### src/rtl/core/hrhp_pkg.sv
// Shared types and constants for the HTTP request header parser.
`default_nettype none
package hrhp_pkg;

  typedef struct packed {
    logic [7:0] data_byte;
    logic       start_new;
  } in_item_t;

  typedef struct packed {
    logic [1:0]         status;
    logic               uri_byte;
    logic [1:0]         method_code;
    logic               version_minor;
    logic               persist;
    logic               has_host;
    logic               has_length;
    logic signed [31:0] body_len;
  } out_item_t;

  typedef enum logic [1:0] {
    PH_LINE = 2'd0,
    PH_HEAD = 2'd1,
    PH_DONE = 2'd2,
    PH_ERR  = 2'd3
  } phase_t;

  typedef enum logic [4:0] {
    S_M0, S_METHOD, S_SP_URI, S_URI, S_SP_VER, S_H, S_HT, S_HTT, S_HTTP, S_SL,
    S_ONE, S_DOT, S_SP_END, S_LCR, S_H0, S_NAME, S_SP_VAL, S_VAL, S_HCR, S_ECR
  } pstate_t;

  typedef enum logic [1:0] {
    K_NONE = 2'd0,
    K_HOST = 2'd1,
    K_CONN = 2'd2,
    K_CLEN = 2'd3
  } hkind_t;

  typedef enum logic [2:0] {
    N_START, N_SIGN, N_ZERO, N_X, N_DIG, N_STOP
  } nstage_t;

  typedef enum logic [1:0] {
    B_DEC = 2'd0,
    B_OCT = 2'd1,
    B_HEX = 2'd2
  } nbase_t;

  localparam logic [1:0] ST_MORE = 2'd0;
  localparam logic [1:0] ST_DONE = 2'd1;
  localparam logic [1:0] ST_ERR  = 2'd2;

  // Keyword bytes, index 0 first.
  localparam logic [8*3-1:0]  KW_GET  = "TEG";
  localparam logic [8*4-1:0]  KW_POST = "TSOP";
  localparam logic [8*4-1:0]  KW_HEAD = "DAEH";
  localparam logic [8*4-1:0]  KW_HOST = "tsoh";
  localparam logic [8*10-1:0] KW_CONN = "noitcennoc";
  localparam logic [8*10-1:0] KW_KA   = "evila-peek";
  localparam logic [8*14-1:0] KW_CLEN = "htgnel-tnetnoc";

  localparam logic [7:0] CASE_BIT = 8'h20;

  function automatic logic [7:0] lower_of(input logic [7:0] c);
    lower_of = (c >= "A" && c <= "Z") ? (c | CASE_BIT) : c;
  endfunction

  function automatic logic is_ctl(input logic [7:0] c);
    is_ctl = (c < 8'h20) || (c == 8'h7F);
  endfunction

  function automatic logic [4:0] digit_of(input logic [7:0] c);
    logic [7:0] l;
    l = lower_of(c);
    if (c >= "0" && c <= "9") digit_of = {1'b0, c[3:0]};
    else if (l >= "a" && l <= "f") digit_of = 5'(l - "a" + 8'd10);
    else digit_of = 5'd16;
  endfunction

endpackage
`default_nettype wire

### src/rtl/core/http_request_header_parser.sv
// Top level of the HTTP request header parser.
//
// channel | direction | handshake        | payload
// in      | input     | in_valid/ready   | in_item_t  (data_byte, start_new)
// out     | output    | out_valid/ready  | out_item_t (status, flags, length)
//
// One byte per cycle: the parser state advances in the accept cycle and the
// result lands in the output register the same edge. A full output register
// that is being drained still accepts, so streaming holds one item per cycle while out_ready stays high.
// Reset (rst, synchronous) puts the parser at the first method byte.
// A stall on out holds the result and drops in_ready until it is taken.
`default_nettype none
module http_request_header_parser import hrhp_pkg::*; #(
  parameter int LENGTH_BITS = 32
) (
  input  wire logic      clk,
  input  wire logic      rst,
  input  wire logic      in_valid,
  output logic           in_ready,
  input  wire in_item_t  in_item,
  output logic           out_valid,
  input  wire logic      out_ready,
  output out_item_t      out_item
);
  localparam logic [LENGTH_BITS-1:0] CAP = LENGTH_BITS'(1) << (LENGTH_BITS - 1);

  phase_t  phase, phase_next;
  pstate_t pst, pst_next;
  logic [3:0] tpos, tpos_next;
  logic [2:0] cand, cand_next;
  hkind_t  kind, kind_next;
  logic    ka_m, ka_m_next;
  logic [1:0] meth, meth_next;
  logic    ver, ver_next, kal, kal_next, hhost, hhost_next, hlen, hlen_next;
  logic [LENGTH_BITS-1:0] len, len_next;
  nstage_t nst, nst_q;
  nbase_t  nbs, nbs_q;
  logic    nng, nng_q;
  logic [LENGTH_BITS-1:0] nac, nac_q;
  logic    num_restart, num_feed;
  logic    uri;
  logic    take;

  assign in_ready = !out_valid || out_ready;
  assign take = in_valid && in_ready;

  hrhp_number #(.LENGTH_BITS(LENGTH_BITS)) u_num (
    .c(in_item.data_byte), .restart(num_restart),
    .stage(nst_q), .base(nbs_q), .neg(nng_q), .acc(nac_q),
    .stage_next(nst), .base_next(nbs), .neg_next(nng), .acc_next(nac)
  );

  always_comb begin
    logic [7:0] c, l;
    logic bad, up, alpha;
    phase_t ph; pstate_t ps; logic [3:0] tp; logic [2:0] cd; hkind_t kd;
    logic km; logic [1:0] me; logic vr, ka, hh, hl; logic [LENGTH_BITS-1:0] ln;
    c = in_item.data_byte;
    l = lower_of(c);
    up = c >= "A" && c <= "Z";
    alpha = up || (c >= "a" && c <= "z");
    bad = 1'b0;
    uri = 1'b0;
    num_restart = 1'b0;
    num_feed = 1'b0;
    if (in_item.start_new) begin
      ph = PH_LINE; ps = S_M0; tp = '0; cd = '0; kd = K_NONE; km = 1'b0;
      me = '0; vr = 1'b0; ka = 1'b0; hh = 1'b0; hl = 1'b0; ln = '0;
    end else begin
      ph = phase; ps = pst; tp = tpos; cd = cand; kd = kind; km = ka_m;
      me = meth; vr = ver; ka = kal; hh = hhost; hl = hlen; ln = len;
    end
    phase_next = ph; pst_next = ps; tpos_next = tp; cand_next = cd;
    kind_next = kd; ka_m_next = km; meth_next = me; ver_next = vr;
    kal_next = ka; hhost_next = hh; hlen_next = hl; len_next = ln;
    if (ph == PH_LINE || ph == PH_HEAD) begin
      case (ps)
        S_M0, S_METHOD: begin
          if (up) begin
            if (ps == S_M0) begin tp = '0; cd = 3'b111; end
            if (tp < 4'd3 && c != KW_GET[8*tp +: 8])  cd[0] = 1'b0;
            if (tp < 4'd4 && c != KW_POST[8*tp +: 8]) cd[1] = 1'b0;
            if (tp < 4'd4 && c != KW_HEAD[8*tp +: 8]) cd[2] = 1'b0;
            cand_next = cd;
            tpos_next = (tp < 4'd15) ? tp + 4'd1 : tp;
            pst_next = S_METHOD;
          end else if (c == " " && ps == S_METHOD) begin
            if (cd[0] && tp >= 4'd3) meth_next = 2'd0;
            else if (cd[1] && tp >= 4'd4) meth_next = 2'd1;
            else if (cd[2] && tp >= 4'd4) meth_next = 2'd2;
            else bad = 1'b1;
            pst_next = S_SP_URI;
          end else bad = 1'b1;
        end
        S_SP_URI: begin
          if (c == "/") begin uri = 1'b1; pst_next = S_URI; end
          else if (c != " ") bad = 1'b1;
        end
        S_URI: begin
          if (c == " ") pst_next = S_SP_VER;
          else if (!is_ctl(c)) uri = 1'b1;
          else bad = 1'b1;
        end
        S_SP_VER: begin
          if ((c | CASE_BIT) == "h") pst_next = S_H;
          else if (c != " ") bad = 1'b1;
        end
        S_H:    if ((c | CASE_BIT) == "t") pst_next = S_HT; else bad = 1'b1;
        S_HT:   if ((c | CASE_BIT) == "t") pst_next = S_HTT; else bad = 1'b1;
        S_HTT:  if ((c | CASE_BIT) == "p") pst_next = S_HTTP; else bad = 1'b1;
        S_HTTP: if (c == "/") pst_next = S_SL; else bad = 1'b1;
        S_SL:   if (c == "1") pst_next = S_ONE; else bad = 1'b1;
        S_ONE:  if (c == ".") pst_next = S_DOT; else bad = 1'b1;
        S_DOT: begin
          if (c == "0") begin ver_next = 1'b0; kal_next = 1'b0; pst_next = S_SP_END; end
          else if (c == "1") begin ver_next = 1'b1; kal_next = 1'b1; pst_next = S_SP_END; end
          else bad = 1'b1;
        end
        S_SP_END: begin
          if (c == 8'h0D) pst_next = S_LCR;
          else if (c != " ") bad = 1'b1;
        end
        S_LCR: begin
          if (c == 8'h0A) begin phase_next = PH_HEAD; pst_next = S_H0; end
          else bad = 1'b1;
        end
        S_H0, S_NAME: begin
          if (c == 8'h0D && ps == S_H0) pst_next = S_ECR;
          else if (alpha || c == "-") begin
            if (ps == S_H0) begin tp = '0; cd = 3'b111; end
            if (tp < 4'd4 && l != KW_HOST[8*tp +: 8]) cd[0] = 1'b0;
            if (tp < 4'd10 && l != KW_CONN[8*tp +: 8]) cd[1] = 1'b0;
            if (tp < 4'd14 && l != KW_CLEN[8*tp +: 8]) cd[2] = 1'b0;
            cand_next = cd;
            kind_next = K_NONE;
            ka_m_next = 1'b0;
            tpos_next = (tp < 4'd15) ? tp + 4'd1 : tp;
            pst_next = S_NAME;
          end else if (c == ":" && ps == S_NAME) begin
            if (cd[0] && tp >= 4'd4) kind_next = K_HOST;
            else if (cd[1] && tp >= 4'd10) kind_next = K_CONN;
            else if (cd[2] && tp >= 4'd14) kind_next = K_CLEN;
            else kind_next = K_NONE;
            cand_next = '0;
            ka_m_next = 1'b0;
            pst_next = S_SP_VAL;
          end else bad = 1'b1;
        end
        S_SP_VAL, S_VAL: begin
          if (ps == S_VAL && (c == 8'h0D || c == " ")) begin
            case (kd)
              K_HOST: hhost_next = 1'b1;
              K_CONN: kal_next = km && tp >= 4'd10;
              K_CLEN: begin
                hlen_next = 1'b1;
                if (nng_q) len_next = '0 - ((nac_q >= CAP) ? CAP : nac_q);
                else len_next = (nac_q >= CAP) ? CAP - 1'b1 : nac_q;
              end
              default: ;
            endcase
            pst_next = (c == 8'h0D) ? S_HCR : S_SP_VAL;
          end else if (ps == S_SP_VAL && c == " ") begin
          end else if (!is_ctl(c)) begin
            if (ps == S_SP_VAL) begin tp = '0; km = 1'b1; num_restart = 1'b1; end
            num_feed = 1'b1;
            if (tp < 4'd10 && l != KW_KA[8*tp +: 8]) km = 1'b0;
            ka_m_next = km;
            tpos_next = (tp < 4'd15) ? tp + 4'd1 : tp;
            pst_next = S_VAL;
          end else bad = 1'b1;
        end
        S_HCR: if (c == 8'h0A) pst_next = S_H0; else bad = 1'b1;
        S_ECR: if (c == 8'h0A) phase_next = PH_DONE; else bad = 1'b1;
        default: bad = 1'b1;
      endcase
      if (bad) begin
        phase_next = PH_ERR;
        uri = 1'b0;
      end
    end
  end

  // Advance parser state on each accepted item.
  always_ff @(posedge clk) begin
    if (rst) begin
      phase <= PH_LINE; pst <= S_M0; tpos <= '0; cand <= '0; kind <= K_NONE;
      ka_m <= 1'b0; meth <= '0; ver <= 1'b0; kal <= 1'b0; hhost <= 1'b0;
      hlen <= 1'b0; len <= '0; nst_q <= N_START; nbs_q <= B_DEC; nng_q <= 1'b0;
      nac_q <= '0; out_valid <= 1'b0;
    end else begin
      if (take) begin
        phase <= phase_next; pst <= pst_next; tpos <= tpos_next;
        cand <= cand_next; kind <= kind_next; ka_m <= ka_m_next;
        meth <= meth_next; ver <= ver_next; kal <= kal_next;
        hhost <= hhost_next; hlen <= hlen_next; len <= len_next;
        if (num_feed) begin
          nst_q <= nst; nbs_q <= nbs; nng_q <= nng; nac_q <= nac;
        end
        out_valid <= 1'b1;
      end else if (out_ready) out_valid <= 1'b0;
    end
  end

  // Result register; holds while the consumer stalls.
  always_ff @(posedge clk) begin
    if (take) begin
      case (phase_next)
        PH_DONE: out_item.status <= ST_DONE;
        PH_ERR:  out_item.status <= ST_ERR;
        default: out_item.status <= ST_MORE;
      endcase
      out_item.uri_byte <= uri;
      out_item.method_code <= meth_next;
      out_item.version_minor <= ver_next;
      out_item.persist <= kal_next;
      out_item.has_host <= hhost_next;
      out_item.has_length <= hlen_next;
      out_item.body_len <= 32'(signed'(len_next));
    end
  end
endmodule
`default_nettype wire

### src/rtl/core/hrhp_number.sv
// Content-Length number reader: sign, base prefix and saturating accumulate.
`default_nettype none
module hrhp_number import hrhp_pkg::*; #(
  parameter int LENGTH_BITS = 32
) (
  input  wire logic [7:0]       c,
  input  wire logic             restart,
  input  wire nstage_t          stage,
  input  wire nbase_t           base,
  input  wire logic             neg,
  input  wire logic [LENGTH_BITS-1:0] acc,
  output nstage_t               stage_next,
  output nbase_t                base_next,
  output logic                  neg_next,
  output logic [LENGTH_BITS-1:0] acc_next
);
  localparam logic [LENGTH_BITS-1:0] CAP = LENGTH_BITS'(1) << (LENGTH_BITS - 1);

  logic [4:0] d;
  nstage_t st;
  nbase_t bs;
  logic ng;
  logic [LENGTH_BITS-1:0] ac;
  logic [4:0] radix;
  logic [LENGTH_BITS+4:0] prod;

  always_comb begin
    d = digit_of(c);
    st = restart ? N_START : stage;
    bs = restart ? B_DEC : base;
    ng = restart ? 1'b0 : neg;
    ac = restart ? '0 : acc;
    // Scale the accumulator by the radix with shifts, plus one add for decimal.
    case (bs)
      B_OCT: begin
        radix = 5'd8;
        prod = {2'd0, ac, 3'd0};
      end
      B_HEX: begin
        radix = 5'd16;
        prod = {1'd0, ac, 4'd0};
      end
      default: begin
        radix = 5'd10;
        prod = {2'd0, ac, 3'd0} + {4'd0, ac, 1'd0};
      end
    endcase
    stage_next = st;
    base_next = bs;
    neg_next = ng;
    acc_next = ac;
    case (st)
      N_START, N_SIGN: begin
        if (st == N_START && (c == "+" || c == "-")) begin
          if (c == "-") neg_next = 1'b1;
          stage_next = N_SIGN;
        end else if (c == "0") begin
          stage_next = N_ZERO;
        end else if (d >= 5'd1 && d <= 5'd9) begin
          acc_next = LENGTH_BITS'(d);
          stage_next = N_DIG;
        end else stage_next = N_STOP;
      end
      N_ZERO: begin
        if (c == "x" || c == "X") stage_next = N_X;
        else if (d < 5'd8) begin
          base_next = B_OCT;
          acc_next = LENGTH_BITS'(d);
          stage_next = N_DIG;
        end else stage_next = N_STOP;
      end
      N_X: begin
        if (d < 5'd16) begin
          base_next = B_HEX;
          acc_next = LENGTH_BITS'(d);
          stage_next = N_DIG;
        end else stage_next = N_STOP;
      end
      N_DIG: begin
        if (d < radix) begin
          // Saturate once acc*radix + d would pass CAP.
          if (prod + (LENGTH_BITS+5)'(d) > {5'd0, CAP}) acc_next = CAP;
          else acc_next = prod[LENGTH_BITS-1:0] + LENGTH_BITS'(d);
        end else stage_next = N_STOP;
      end
      default: ;
    endcase
  end
endmodule
`default_nettype wire

### config.mk
export PLATFORM = sky130hd
export DESIGN_NAME = http_request_header_parser
export DESIGN_NICKNAME = d
export VERILOG_FILES = /design/src/rtl/core/hrhp_pkg.sv /design/src/rtl/core/http_request_header_parser.sv /design/src/rtl/core/hrhp_number.sv
export SDC_FILE = /design/constraint.sdc
export NUM_CORES = 1
export LEC_CHECK = 0
export BUFFER_PORTS_ARGS = -buffer_cell sky130_fd_sc_hd__buf_2
export CAP_MARGIN = 20
export CORE_MARGIN = 2
export CORE_UTILIZATION = 55
export CTS_CLUSTER_SIZE = 8
export DETAILED_ROUTE_END_ITERATION = 6
export PLACE_DENSITY = 0.72
export SYNTH_ARGS = -nofsm -noshare
export SYNTH_HDL_FRONTEND = slang
export SYNTH_SLANG_ARGS = --single-unit
### constraint.sdc
create_clock -name clk -period 8.2 [get_ports clk]
set_clock_uncertainty 0.05 [all_clocks]
set_input_delay 0.82 -clock clk [delete_from_list [all_inputs] [get_ports clk]]
set_output_delay 0.82 -clock clk [all_outputs]
set_load 0.02 [all_outputs]
==> metrics.md, run 1 <==
| Metric | Value |
|---|---|
| Combined area of all synthesized cells | 14,700 sq um |
| Fraction of power consumed by sequential logic | 39.3% |
| Critical path data required time | 8.48 ns |
| Setup-failing EPs final | 0 |
| Area Overhead vs Synth | 6.08% |
| Proportion of power drawn by the clock network | 45.6% |
| Internal Dissipation | 0.00127 W |
| Met3 layer usage reported by global route | 8.56% |
| Switching share of power | 31.9% |
| Most used flip-flop cell after synthesis | dfxtp_1 |
| Number of core rows | 59 |
| Post-CTS Hold Fix Bufs | 0 |
| Most used routing layer | met1 |
| Met2 track demand over resource in global routing | 54.6% |
| Gate power share | 15.2% |
| Hold Path Class | reg2reg |
| Effective utilization at floorplan | 56.2% |
| Global-route wire length before repair | 84,000 microns |
| Final Slew Violations | 0 |
| ANT nets after route | 0 |
| Switching power summed over all nets | 0.000596 W |
| Crit-path max FO | 29 |
| Layout cells sized above 1 | 8.62% |
| Setup repair after global routing missed its margin | false |
| Cell Area, Placed | 14,900 sq um |
| Number of clock sinks seen by CTS | 135 |
| Power density normalized to cell area | 120 nW/um^2 |
| H-tree lvl count | 4 |
| Post-layout net count | 2,122 |
| Fill cells | 2,469 |
| Via count of the first global-routing pass | 14,951 |
| Final standard cell utilization of the core | 59.6% |
| Final instance area | 15,600 sq um |
| Mean routed wirelength per cell | 22.0 microns |
| Clock Tree Buf Depth | 2 |
| Async SR Flop Fraction | 0% |
| Clock slew at the register clock pins of the worst setup and hold paths | 0.07 ns |
| EDFF count, synth | 41 |
| Total Neg Setup Slack | 0 ns |
| Average instance area after synthesis | 6.84 sq um |
| Initial antenna violation count | 0 |
| Vertical die dimension | 167 microns |
| Post-detailed-route via-to-cell ratio | 6.92 |
| Clock insertion delay at the later pin of the skew report | 0.43 ns |
| Clock buffer count from CTS | 17 |
| Residual DRC | 7 |
| Die footprint | 28,000 sq um |
| Clock tree root driver cell | clkbuf_16 |
| Global-route usage over all layers | 37.2% |
| Overall die width | 167 microns |
| Number of vias after detailed routing | 16,764 |
| Synthesized netlist cell count | 2,146 |
| Status | complete, but fails checks |
| HPWL after detailed placement | 38,900 microns |
| Number of hold-slack violations in the final timing report | 0 |
| Synthesis-stage register bit count | 135 |
| Leading cell types in the layout, fill and taps excluded | nor2_1 (224), nand2_1 (206), o21ai_0 (191) |
| Startpoint class of the critical path | primary input |
| Count of non-filler cells in the finished layout | 2,422 |
| GRT overflow | 0 |
| Number of top-level design ports | 56 |
| Setup CP Type | in2reg |
| GR Layer Usage met1 | 54.8% |
| Type of destination of the critical path | flip-flop |
| Portion of the clock cycle consumed by the worst path in the final layout | 91.3% |
| Peak VDD IR | 0.118 mV |
| Clock period minus worst slack | 7.49 ns |
| Detailed-route wire length | 53,300 microns |
| Weighted congestion reported at the end of routability-driven placement | 0.990 |
| Total inserted antenna cells | 0 |
| Number of warnings printed during yosys synthesis | 0 |
| CP Data Arrival Time | 7.77 ns |
| Post-synthesis sequential area ratio | 21.2% |
| Drt initial violations | 2,671 |
| Synth cell types | 96 |
| Max cap viols | 0 |
| Placed Cells | 2,389 |
| Most common library cell in the layout ignoring fill and taps | nor2_1 |
| Synthesized net count | 2,194 |
| IO buf count | 55 |
| Maximum number of pins on one net before global-route repair | 82 |
| Router iterations before antenna repair | 7 |
| Violations in the final reports | DRC |
| Transition time at the pin with the least slew margin | 1.16 ns |
| Clock tree from TritonCTS | built |
| Fin Hold WS | 0.411 ns |
| Floorplan Core Area | 26,100 sq um |
| Worst max-slew margin expressed relative to the limit | 22.7% |
| P_leak | 5.57 nW |
| Fmax achieved | 0.134 GHz |
area by class of cell:
| cell class | instances | area (sq um) | share of cell area, % |
|---|---|---|---|
| clock inverter | 15 | 200 | 1.28 |
| clock buffer | 17 | 425 | 2.73 |
| multi-input combinational | 1764 | 10600 | 68.0 |
| sequential | 135 | 3110 | 20.0 |
| timing repair buffer | 103 | 636 | 4.08 |
| tap | 335 | 419 | 2.69 |
| inverter | 53 | 199 | 1.28 |
per-layer routing:
metal / share of wire (%) / vias to the layer above / wire length, microns
li1: - / 7836 / -
met1: 44 / 7862 / 23600
met2: 42 / 982 / 22200
met3: 12 / 84 / 6390
met4: 2.0 / 0 / 1060
met5: 0 / - / 0
worst max-delay path, cell delays in order:
cell,delay [ns]
buf_2,0.12
or4b_1,0.51
nor4_2,0.50
nand3_1,0.31
buf_4,0.27
nand2_1,0.14
inv_1,0.08
ha_2,0.65
inv_1,0.17
nor2_1,0.16
ha_1,0.20
fa_1,0.44
or4_1,0.55
or3_1,0.34
or3b_1,0.38
nor4b_1,0.46
o2111ai_1,0.24
nor4_1,0.25
nand4_1,0.23
a21oi_2,0.49
nand3_1,0.16
a221oi_1,0.30
final timing paths:
kind              start       end  slack, ns  cells past startpoint
min             meth[0]   meth[0]       0.41                      2
min reg2reg     meth[0]   meth[0]       0.41                      2
max reg2reg      pst[2]  nac_q[8]       0.86                     21
max          in_item[0]  nac_q[8]       0.71                     22
timing repair:
item,in CTS,in global routing
setup buffers,0,1
endpoints found under the setup margin,0,5
resized for setup,0,0
logic make-up after synthesis:
group | after synthesis | synth area share (%)
buf+inv | 247 | 6.83
xor+xnor | 97 | 5.78
simple gates | 907 | 30.8
fa+ha+maj | 38 | 3.24
flops | 135 | 21.2
mux | 25 | 1.71
compound gates | 697 | 30.4
cells in the mapped netlist (27+ instances only):
master      n  area (sq um)
a21oi_1   165           826
a31oi_1    41           257
and3_1     27           169
buf_1      29           109
buf_2      30           150
clkbuf_1  125           469
dfxtp_1    94          1880
edfxtp_1   41          1230
ha_1       34           425
inv_1      49           184
nand2_1   206           773
nand3_1   101           505
nor2_1    224           841
nor3_1    115           576
nor4_1     33           206
o21ai_0   191           956
xnor2_1    66           578
xor2_1     31           272
through the flow:
stage                     setup slack (ns)  power (W)
after floorplan                     0.0395   0.000942
after global placement               0.410    0.00102
after detailed placement             0.265    0.00102
after CTS                            0.667    0.00186
after global routing                 0.247    0.00192
final                                0.712    0.00187
flip-flops by register name, summed over array words and instances, names as in the netlist, 2 cells and up:
| signal | flops |
|---|---|
| cand | 3 |
| kind | 2 |
| len | 32 |
| meth | 2 |
| nac_q | 32 |
| nbs_q | 2 |
| nst_q | 3 |
| out_item | 41 |
| phase | 2 |
| pst | 5 |
| tpos | 4 |
power by group through the flow:
stage	registers [W]	clock network [W]	logic (W)
4_1_cts	0.000733	0.000853	0.000275
5_1_grt	0.000736	0.000879	0.000307
6_report	0.000733	0.000851	0.000283
2_1_floorplan	0.000757	0	0.000185
3_5_place_dp	0.000747	0	0.000274
3_3_place_gp	0.000746	0	0.000271
No activity file was read; power rests on OpenSTA's default activity.
==> inputs of run 2 (changes only) <==
Settings changed: GPL_TIMING_DRIVEN set to 0.
==> run 2 against run 1 <==
Against the previous run:
- the run still ends with DRC left
- highest routed layer is now met5
- cell count grew 6.2%
- worst hold slack gained 0.0033 ns
- flip-flop and latch count is the same
- critical path depth grew 6
- non-clock buffer count grew 148
==> metrics.md, run 2 (same netlist as run 1, synthesis figures left out) <==
| Metric | Value |
|---|---|
| Portion of the clock cycle consumed by the worst path in the final layout | 97.7% |
| Weighted congestion reported at the end of routability-driven placement | 1.04 |
| H-tree lvl count | 4 |
| Setup CP Type | in2reg |
| Violations in the final reports | DRC |
| Worst max-slew margin expressed relative to the limit | 28.1% |
| Final total power | 0.00187 W |
| Final Slew Violations | 0 |
| Clock tree from TritonCTS | built |
| Worst R2R Start | pst[4] |
| Mean routed wirelength per cell | 23.9 microns |
| Peak VDD IR | 0.113 mV |
| Clock tree root driver cell | clkbuf_16 |
| Hold Path Class | reg2reg |
| GRT overflow | 0 |
| Number of core rows | 59 |
| Register-to-Register Setup Slack | 0.27 ns |
| Leading cell types in the layout, fill and taps excluded | nor2_1 (223), nand2_1 (205), o21ai_0 (191) |
| Most common library cell in the layout ignoring fill and taps | nor2_1 |
| Via count of the first global-routing pass | 16,869 |
| Post-detailed-route via-to-cell ratio | 7.14 |
| Number of clock sinks seen by CTS | 135 |
| Global-route usage over all layers | 42.7% |
| CP Data Arrival Time | 8.30 ns |
| Die footprint | 28,000 sq um |
| Clock Tree Buf Depth | 2 |
| Drt initial violations | 2,807 |
| Count of cells along the worst hold path | 2 |
| Power density normalized to cell area | 115 nW/um^2 |
| Depth of the most critical reg-to-reg path | 28 |
| Overall die width | 167 microns |
| Hold-critical path endpoint | len[17] |
| Initial antenna violation count | 1 |
| Global-route wire length before repair | 94,900 microns |
| Clock insertion delay at the later pin of the skew report | 0.45 ns |
| Placed Cells | 2,534 |
| Max cap viols | 0 |
| Cell Area, Placed | 15,400 sq um |
| Clock buffer count from CTS | 17 |
| Crit-path max FO | 10 |
| Max FFs per register | 41 |
| Final instance area | 16,200 sq um |
| IO buf count | 50 |
| Status | complete, but fails checks |
| ANT nets after route | 0 |
| Min setup slack post-route | 0.187 ns |
| Hold path startpoint | len[17] |
| Post-layout net count | 2,270 |
| Fmax achieved | 0.125 GHz |
| Floorplan Core Area | 26,100 sq um |
| Number of hold-slack violations in the final timing report | 0 |
| Layout cells sized above 1 | 8.81% |
| Residual DRC | 7 |
| Detailed-route wire length | 61,300 microns |
| Number of vias after detailed routing | 18,363 |
| Number of top-level design ports | 56 |
| HPWL after detailed placement | 46,600 microns |
| Startpoint class of the critical path | primary input |
| Area Overhead vs Synth | 10.6% |
| Transition time at the pin with the least slew margin | 1.07 ns |
| Setup-failing EPs final | 0 |
| Router iterations before antenna repair | 7 |
| Vertical die dimension | 167 microns |
| Count of non-filler cells in the finished layout | 2,571 |
| Most flop-heavy register | out_item |
| Endpoint of the worst-slack reg-to-reg timing path | nac_q[6] |
| Effective utilization at floorplan | 56.2% |
| Type of destination of the critical path | flip-flop |
| P_leak | 5.80 nW |
| Critical path data required time | 8.49 ns |
| Worst slack at placement | -3.33 ns |
| Maximum number of pins on one net before global-route repair | 27 |
| Largest regs | out_item (41), len (32), nac_q (32) |
| Fill cells | 2,452 |
| Clock period minus worst slack | 8.01 ns |
| Clock slew at the register clock pins of the worst setup and hold paths | 0.07 ns |
==> run 2: layer usage <==
| metal | GRT usage [%] | wire [microns] |
|---|---|---|
| met1 | 57.6 | 24300 |
| met2 | 63.5 | 25600 |
| met3 | 12.9 | 8720 |
| met4 | 17.4 | 2660 |
| met5 | 1.74 | 77 |
==> run 2: final cells by class <==
| class | instances | area (sq um) | share of cell area [%] |
|---|---|---|---|
| Multi-Input combinational cell | 1764 | 10700 | 65.7 |
| Sequential cell | 135 | 3110 | 19.2 |
| Buffer | 190 | 886 | 5.45 |
| Clock buffer | 17 | 425 | 2.62 |
| Tap cell | 335 | 419 | 2.58 |
| Timing Repair Buffer | 61 | 345 | 2.13 |
| Inverter | 53 | 199 | 1.22 |
| Clock inverter | 15 | 179 | 1.10 |
| Antenna cell | 1 | 2.50 | 0.0154 |
==> run 2: stage by stage <==
| stage | hold slack (ns) | util [%] | setup TNS (ns) |
|---|---|---|---|
| 6_report | 0.414 | 62.1 | 0 |
| 5_1_grt | 0.446 | 62.1 | -0.153 |
| 4_1_cts | 0.409 | 62.0 | 0 |
| 3_5_place_dp | 0.400 | 58.9 | -99.66 |
| 3_3_place_gp | 0.392 | 58.8 | -100.19 |
| 2_1_floorplan | 0.383 | - | 0 |
==> run 2: how the worst max path moves through the flow <==
stage | from | endpoint | slack [ns]
after floorplan | in_item[0] | nac_q[10] | 0.04
after global placement | in_item[2] | nac_q[10] | -3.35
after detailed placement | in_item[2] | nac_q[16] | -3.33
after CTS | in_item[0] | nac_q[6] | 0.04
after global routing | in_item[0] | nac_q[8] | -0.03
final | in_item[0] | nac_q[6] | 0.19
==> run 2: worst max-delay path: stages <==
cell and delay (ns):
buf_2 0.20, or4b_4 0.53, nor4_4 0.23, buf_4 0.20, and3_1 0.15, buf_2 0.27, buf_2 0.29, clkbuf_4 0.29
clkbuf_4 0.28, clkbuf_2 0.27, nor2_1 0.08, ha_1 0.26, a21oi_1 0.14, a211o_1 0.18, xnor2_1 0.19, mux2i_2 0.36
o21ai_1 0.26, or4_1 0.53, buf_2 0.19, or4_4 0.57, nor4_2 0.37, xor2_1 0.12, o31ai_1 0.34, nand4_1 0.27
a21oi_2 0.27, buf_6 0.17, nand3_1 0.10, a221oi_1 0.33
==> run 2: what timing repair did <==
item,CTS,global route
hold buffers,0,0
endpoints found under the hold margin,0,0
setup buffers,5,0
endpoints found under the setup margin,32,31
pin swaps,8,6
resized for setup,41,10
==> run 2: where the power goes <==
part           leakage, nW  internal (W)  switching (W)  total, W
combinational         4.33     0.0000951       0.000224  0.000319
sequential            1.17      0.000715      0.0000136  0.000728
clock                0.295      0.000438       0.000384  0.000822
total                 5.80       0.00125       0.000622   0.00187
